File: src/sv/sed_pkg.sv
// Shared constants for the string escape decoder.
package sed_pkg;

  localparam int unsigned CP_W    = 21;
  localparam int unsigned ACC_W   = 9;
  localparam int unsigned MODE_W  = 3;
  localparam int unsigned SLOTS   = 3;
  localparam int unsigned CNT_W   = 2;
  localparam int unsigned TDATA_W = 24;

  // Decoder modes.
  localparam logic [MODE_W-1:0] MODE_NORMAL = 3'd0;
  localparam logic [MODE_W-1:0] MODE_ESC    = 3'd1;
  localparam logic [MODE_W-1:0] MODE_ESC_CR = 3'd2;
  localparam logic [MODE_W-1:0] MODE_OCT1   = 3'd3;
  localparam logic [MODE_W-1:0] MODE_OCT2   = 3'd4;

  // Result kinds.
  localparam logic KIND_CHAR = 1'b0;
  localparam logic KIND_END  = 1'b1;

  // Character codes.
  localparam logic [CP_W-1:0] CH_BSLASH = 21'h00005C;
  localparam logic [CP_W-1:0] CH_SQUOTE = 21'h000027;
  localparam logic [CP_W-1:0] CH_DQUOTE = 21'h000022;
  localparam logic [CP_W-1:0] CH_LF     = 21'h00000A;
  localparam logic [CP_W-1:0] CH_CR     = 21'h00000D;
  localparam logic [CP_W-1:0] CH_0      = 21'h000030;
  localparam logic [CP_W-1:0] CH_7      = 21'h000037;
  localparam logic [CP_W-1:0] CH_A      = 21'h000061;
  localparam logic [CP_W-1:0] CH_B      = 21'h000062;
  localparam logic [CP_W-1:0] CH_F      = 21'h000066;
  localparam logic [CP_W-1:0] CH_N      = 21'h00006E;
  localparam logic [CP_W-1:0] CH_R      = 21'h000072;
  localparam logic [CP_W-1:0] CH_T      = 21'h000074;
  localparam logic [CP_W-1:0] CH_V      = 21'h000076;

  // Decoded control characters.
  localparam logic [CP_W-1:0] CP_BEL = 21'd7;
  localparam logic [CP_W-1:0] CP_BS  = 21'd8;
  localparam logic [CP_W-1:0] CP_FF  = 21'd12;
  localparam logic [CP_W-1:0] CP_LF  = 21'd10;
  localparam logic [CP_W-1:0] CP_CR  = 21'd13;
  localparam logic [CP_W-1:0] CP_HT  = 21'd9;
  localparam logic [CP_W-1:0] CP_VT  = 21'd11;

endpackage

File: src/sv/string_escape_decoder.sv
// String escape decoder: backslash escapes to code points, one beat per cycle at best.
//
// Input channel (in_*): one code point per beat, in_tlast marks the last code
// point of a string. Result channel (out_*): one decoded code point per beat,
// out_tuser is the kind (0 character, 1 end-of-string marker carrying 0),
// out_tlast marks the final result caused by one input beat. An input beat
// may cause zero to three results.
//
// An input beat is captured in the input register, decoded combinationally and
// loaded into the result buffer when the buffer is free, and its first result is
// shown from the head of the buffer. Throughput: one input beat per cycle while
// each beat yields at most one result and the receiver takes every result; a beat
// with more results holds the next beat back until the single output port takes
// the last result in the three-slot result buffer.
//
// Reset (rst_n low, synchronous) empties both stages and returns the decoder to
// normal text with a cleared octal value. When the receiver stalls, the result
// buffer holds, the input register takes at most one more beat, then in_tready drops.
module string_escape_decoder
  import sed_pkg::*;
(
  input  logic               clk,
  input  logic               rst_n,
  // Input channel
  input  logic               in_tvalid,
  output logic               in_tready,
  input  logic [TDATA_W-1:0] in_tdata,   // [20:0] code_point, [23:21] zero
  input  logic               in_tlast,   // end_of_string
  // Result channel
  output logic               out_tvalid,
  input  logic               out_tready,
  output logic [TDATA_W-1:0] out_tdata,  // [20:0] out_code_point, [23:21] zero
  output logic               out_tuser,  // kind
  output logic               out_tlast   // last_of_run
);

  // Input register
  logic            in_vld_r;
  logic [CP_W-1:0] in_cp_r;
  logic            in_eos_r;

  // Decoder state
  logic [MODE_W-1:0] mode_r, mode_nxt;
  logic [ACC_W-1:0]  acc_r, acc_nxt;

  // Result buffer, slot 0 is the head
  logic [CP_W-1:0]  res_cp_r   [SLOTS];
  logic             res_kind_r [SLOTS];
  logic             res_last_r [SLOTS];
  logic [CNT_W-1:0] res_cnt_r;

  // Decoded results of the held beat
  logic [CP_W-1:0]  d_cp   [SLOTS];
  logic             d_kind [SLOTS];
  logic             d_last [SLOTS];
  logic [CNT_W-1:0] d_n;

  logic out_fire;
  logic buf_free;
  logic load;

  assign out_fire  = out_tvalid && out_tready;
  // Buffer is empty after this edge: load the next decoded beat.
  assign buf_free  = (res_cnt_r == '0) || ((res_cnt_r == CNT_W'(1)) && out_tready);
  assign load      = in_vld_r && buf_free;
  assign in_tready = !in_vld_r || load;

  assign out_tvalid = (res_cnt_r != '0);
  assign out_tdata  = {(TDATA_W - CP_W)'(0), res_cp_r[0]};
  assign out_tuser  = res_kind_r[0];
  assign out_tlast  = res_last_r[0];

  // Decode one code point against the current mode.
  always_comb begin
    logic            is_oct;
    logic            do_plain;
    logic [CNT_W-1:0] n;
    logic [ACC_W-1:0] digit;
    logic [ACC_W-1:0] oct_sum;

    is_oct   = (in_cp_r inside {[CH_0:CH_7]});
    // Octal digits sit at 0x30..0x37, so the low three bits are the value.
    digit    = {{(ACC_W - 3){1'b0}}, in_cp_r[2:0]};
    oct_sum  = {acc_r[ACC_W-4:0], 3'b000} + digit;
    do_plain = 1'b0;
    n        = '0;
    mode_nxt = mode_r;
    acc_nxt  = acc_r;
    for (int i = 0; i < SLOTS; i++) begin
      d_cp[i]   = '0;
      d_kind[i] = KIND_CHAR;
      d_last[i] = 1'b0;
    end

    case (mode_r)
      MODE_ESC: begin
        mode_nxt = MODE_NORMAL;
        case (in_cp_r)
          CH_LF: ;
          CH_CR: mode_nxt = MODE_ESC_CR;
          CH_BSLASH, CH_SQUOTE, CH_DQUOTE: begin
            d_cp[n] = in_cp_r;
            n = n + CNT_W'(1);
          end
          CH_A: begin d_cp[n] = CP_BEL; n = n + CNT_W'(1); end
          CH_B: begin d_cp[n] = CP_BS;  n = n + CNT_W'(1); end
          CH_F: begin d_cp[n] = CP_FF;  n = n + CNT_W'(1); end
          CH_N: begin d_cp[n] = CP_LF;  n = n + CNT_W'(1); end
          CH_R: begin d_cp[n] = CP_CR;  n = n + CNT_W'(1); end
          CH_T: begin d_cp[n] = CP_HT;  n = n + CNT_W'(1); end
          CH_V: begin d_cp[n] = CP_VT;  n = n + CNT_W'(1); end
          default: begin
            // Octal digit opens a run; anything else drops both characters.
            if (is_oct) begin
              acc_nxt  = digit;
              mode_nxt = MODE_OCT1;
            end
          end
        endcase
      end
      MODE_ESC_CR: begin
        mode_nxt = MODE_NORMAL;
        do_plain = (in_cp_r != CH_LF);
      end
      MODE_OCT1, MODE_OCT2: begin
        if (is_oct && (mode_r == MODE_OCT1)) begin
          acc_nxt  = oct_sum;
          mode_nxt = MODE_OCT2;
        end else if (is_oct) begin
          d_cp[n]  = {{(CP_W - ACC_W){1'b0}}, oct_sum};
          n        = n + CNT_W'(1);
          acc_nxt  = '0;
          mode_nxt = MODE_NORMAL;
        end else begin
          // Flush the held value, then treat the non-digit as text.
          d_cp[n]  = {{(CP_W - ACC_W){1'b0}}, acc_r};
          n        = n + CNT_W'(1);
          acc_nxt  = '0;
          do_plain = 1'b1;
        end
      end
      default: do_plain = 1'b1;
    endcase

    if (do_plain) begin
      if (in_cp_r == CH_BSLASH) begin
        mode_nxt = MODE_ESC;
      end else begin
        mode_nxt = MODE_NORMAL;
        d_cp[n]  = in_cp_r;
        n        = n + CNT_W'(1);
      end
    end

    // End of string: flush a held octal value, drop a pending escape, add the marker.
    if (in_eos_r) begin
      if ((mode_nxt == MODE_OCT1) || (mode_nxt == MODE_OCT2)) begin
        d_cp[n] = {{(CP_W - ACC_W){1'b0}}, acc_nxt};
        n       = n + CNT_W'(1);
      end
      mode_nxt  = MODE_NORMAL;
      acc_nxt   = '0;
      d_cp[n]   = '0;
      d_kind[n] = KIND_END;
      n         = n + CNT_W'(1);
    end

    if (n != '0) begin
      d_last[n - CNT_W'(1)] = 1'b1;
    end
    d_n = n;
  end

  // Input register: hold the beat until the result buffer takes it.
  always_ff @(posedge clk) begin
    if (!rst_n) begin
      in_vld_r <= 1'b0;
    end else if (in_tready) begin
      in_vld_r <= in_tvalid;
    end
    if (in_tready && in_tvalid) begin
      in_cp_r  <= in_tdata[CP_W-1:0];
      in_eos_r <= in_tlast;
    end
  end

  // Decoder state advances when a beat moves into the result buffer.
  always_ff @(posedge clk) begin
    if (!rst_n) begin
      mode_r <= MODE_NORMAL;
      acc_r  <= '0;
    end else if (load) begin
      mode_r <= mode_nxt;
      acc_r  <= acc_nxt;
    end
  end

  // Result buffer: load a decoded beat, or shift one result out per accepted beat.
  always_ff @(posedge clk) begin
    if (!rst_n) begin
      res_cnt_r <= '0;
    end else if (load) begin
      res_cnt_r <= d_n;
    end else if (out_fire) begin
      res_cnt_r <= res_cnt_r - CNT_W'(1);
    end
    if (load) begin
      for (int i = 0; i < SLOTS; i++) begin
        res_cp_r[i]   <= d_cp[i];
        res_kind_r[i] <= d_kind[i];
        res_last_r[i] <= d_last[i];
      end
    end else if (out_fire) begin
      for (int i = 0; i < SLOTS - 1; i++) begin
        res_cp_r[i]   <= res_cp_r[i+1];
        res_kind_r[i] <= res_kind_r[i+1];
        res_last_r[i] <= res_last_r[i+1];
      end
    end
  end

endmodule

File: config.mk
export PLATFORM = sky130hd
export DESIGN_NAME = string_escape_decoder
export DESIGN_NICKNAME = d
export VERILOG_FILES = /design/src/sv/sed_pkg.sv /design/src/sv/string_escape_decoder.sv
export SDC_FILE = /design/constraint.sdc
export NUM_CORES = 1
export LEC_CHECK = 0
export BUFFER_PORTS_ARGS = -buffer_cell sky130_fd_sc_hd__buf_2
export CAP_MARGIN = 30
export CELL_PAD_IN_SITES_DETAIL_PLACEMENT = 1
export CELL_PAD_IN_SITES_GLOBAL_PLACEMENT = 1
export CORE_AREA = 3 3 113 115
export CTS_CLUSTER_SIZE = 30
export DETAILED_ROUTE_END_ITERATION = 7
export DIE_AREA = 0 0 116 118
export PLACE_DENSITY_LB_ADDON = 0.1
export SKIP_LAST_GASP = 1
export SLEW_MARGIN = 20
export SYNTH_ARGS = -nofsm -noshare
export SYNTH_HDL_FRONTEND = slang
export SYNTH_SLANG_ARGS = --single-unit
File: constraint.sdc
create_clock -name clk -period 4 [get_ports clk]
set_input_delay 0.6 -clock clk [delete_from_list [all_inputs] [get_ports clk]]
set_output_delay 0.6 -clock clk [all_outputs]
set_load 0.03 [all_outputs]
==> flow_summary.ini <==
[run_status]
run_status = complete, no violations

[logic_synthesis]
synth_area_um2 = 4950
seq_area_frac_synth_pct = 54.0
post_synth_inst_count = 433
ys_types = 61
syn_avg_cell_area_um2 = 11.4
ys_warn_count = 0
synth-seq-cells = 94
synth_edf_count = 79
ys.flop_type = edfxtp_1
async_flop_share_pct = 0

[final_layout]
drive_above_1_share_pct = 28.4
num_antenna_cells = 0
fin_cells = 661
final_nets = 546
syn2layout_area_growth_pct = 20.1
design_area_um2 = 5940

[floorplan]
fp.dieH_um = 118
start_util_pct = 41.5
die_area_um2 = 13700
dieWidth_um = 116
io_pins = 57
core_um2 = 11900
num_rows = 40

[timing]
max_slew_margin_pct = 43.1
max_freq_mhz = 254
skew_ns = 0.00732
drv_slew = 0
period_share_pct = 98.4
tightestPinTransition_ns = 0.850
rsz0062_at_grt = true
setup_viol = 0
setup_ws_ns = 0.0649
hold_viol = 0
final.setup.tns_ns = 0
fin_crit_ns = 3.94

[critical_path]
worst_ep_required_time_ns = 4.10
reg2reg_slack_ns = 0.06
crit_type = reg -> reg
r2r-end = res_cp_r[0][5]
worstPathArrival_ns = 4.03
end_kind = flop
startpoint_type = flop
reg2regPathDepth = 14
cp_cell_sequence = nor4_4 > nand4_2 > a211o_1 > a211o_1 > ha_4 > mux2_4 > ha_4 > o21a_1 > ha_2 > and2_4 > a311oi_4 > and2_4 > buf_12 > a221o_1
crit_fanout = 16
slowest_delay_ns = 0.44
cp_slowest_cell = edfxtp_1
reg2reg_from = in_cp_r[17]

[hold_path]
min_from = in_tdata[19]
worstHoldPathCells = 1
hold_class = in -> reg
whs_endpoint = in_cp_r[19]

[power_and_ir_drop]
power_density_nw_per_um2 = 477
power.leakage_nw = 2.31
p_total_w = 0.00284
peakVddDrop_mv = 0.200

[placement]
placed_area_um2 = 5570
port-buffer-count = 50
routabilityCongestion = 0.871
hpwlAfterDp_um = 9740
dp.cells = 641
place_ws_ns = -0.145

[route]
ant_nets = 0
avgRoutedWirePerCell_um = 20.7
drc = 0
vias = 3818
via_per_inst = 5.78
wirelength_um = 13700
drt-pass1-iter-count = 6
drt-initial-drc-count = 370

[grt]
gr-total-overflow = 0
grt_usage_pct = 20.9
grt_pass1_wl_um = 21700
grt_antenna_before_repair = 0
grt_max_degree = 49
grt_pass1_vias = 3948

[clock_tree]
clock_latency_ns = 0.35
hold_buffers = 0
cts_tree = yes
clk_pin_slew_ns = 0.07
cts_buffer_depth = 2
htree_num_levels = 3
clock-root-buffer = clkbuf_16
clkSinkCount = 94
cts_buffers = 9

[flow_run]
drv_cap = 0
## Yosys cell counts, types with 4 or more instances
cell	number	share of area [%]
edfxtp_1	79	48
a22o_1	27	4.8
buf_4	27	4.1
nand2_1	27	2.0
nor2b_1	24	3.0
nor2_1	20	1.5
and2_1	18	2.3
dfxtp_1	15	6.1
o21ai_0	15	1.5
a22oi_1	14	2.1
clkbuf_1	13	0.99
inv_1	11	0.83
nand3_1	10	1.0
nor3_1	10	1.0
mux2i_1	9	1.8
ha_1	8	2.0
a21oi_1	7	0.71
o21ai_1	7	0.71
a21o_1	6	0.91
a221o_1	6	1.2
nand2b_1	5	0.63
nand4_1	5	0.63
a32o_1	4	0.81
nand4b_1	4	0.71
o21a_1	4	0.61
## state kept, by name, summed over array words and instances (netlist names)
signal      cells
in_eos_r        1
res_cp_r       51
in_vld_r        1
in_cp_r        21
mode_r          3
res_kind_r      3
acc_r           9
res_cnt_r       2
res_last_r      3
## worst max-delay path, delay by kind of cell (launching register included)
family                   cells  cell delay (ns)
AO/OA/AOI/OAI                5             1.12
multiplexers                 1             0.29
adder cells (fa/ha/maj)      3             0.68
buffers and inverters        1             0.15
AND/OR/NAND/NOR              4             1.00
flip-flops                   1             0.44
## cell usage in the layout, fill, tap and decap left out, types with 11 or more instances in the layout
master / n
nor2b_1: 23
a22oi_1: 14
inv_1: 11
and2_1: 16
edfxtp_1: 79
nand2_1: 27
dfxtp_1: 15
o21ai_0: 11
a22o_1: 27
nor2_1: 19
buf_4: 56
buf_2: 50
## kinds of logic after synthesis
group | after synthesis | synth area share (%)
compound gates | 115 | 17.7
buf+inv | 58 | 6.68
other cells | 1 | 0.0758
xor+xnor | 2 | 0.354
simple gates | 143 | 16.6
mux | 12 | 2.50
fa+ha+maj | 8 | 2.02
flops | 94 | 54.0
## worst max path at each step
stage                 from              to  cells after the start
3_3_place_gp   in_cp_r[17]  res_cp_r[0][7]                     14
6_report       in_cp_r[17]  res_cp_r[0][5]                     14
4_1_cts         in_cp_r[9]  res_cp_r[0][5]                     14
2_1_floorplan  in_cp_r[17]  res_cp_r[0][3]                     15
3_5_place_dp   in_cp_r[17]  res_cp_r[0][5]                     14
5_1_grt        in_cp_r[17]  res_cp_r[0][5]                     14
## per-stage QoR
stage,utilization (%),hold WS (ns)
global route,49.9,0.402
floorplan,-,0.491
CTS,49.4,0.405
detailed placement,46.7,0.529
global placement,46.7,0.510
finish,49.9,0.419
## cell type report
class | instances | area, um^2
clock buffers | 11 | 243
clock inverters | 5 | 33.8
fillers | 1300 | 5970
inverters | 13 | 48.8
multi-input cells | 283 | 2060
flip-flops and latches | 94 | 2670
well taps | 147 | 184
repair buffers | 108 | 702
## power breakdown
part / switching (W) / internal, W
Combinational: 0.000453 / 0.000232
Sequential: 0.0000618 / 0.00127
Clock: 0.000380 / 0.000440
## timing repair
item / in CTS / in global routing
setup buffers: 1 / 3
setup endpoints to repair: 20 / 22
pin swaps: 8 / 5
resized for setup: 9 / 8
## metal layers
layer | vias up | wire (um) | part of all wire (%) | GRT usage, %
li1 | 1777 | - | - | -
met1 | 1921 | 6110 | 45 | 27.2
met2 | 102 | 6820 | 50 | 35.1
met3 | 18 | 570 | 4.2 | 4.32
met4 | 0 | 183 | 1.3 | 5.73
met5 | - | 0 | 0 | 0
(Power assumes the default switching activity.)
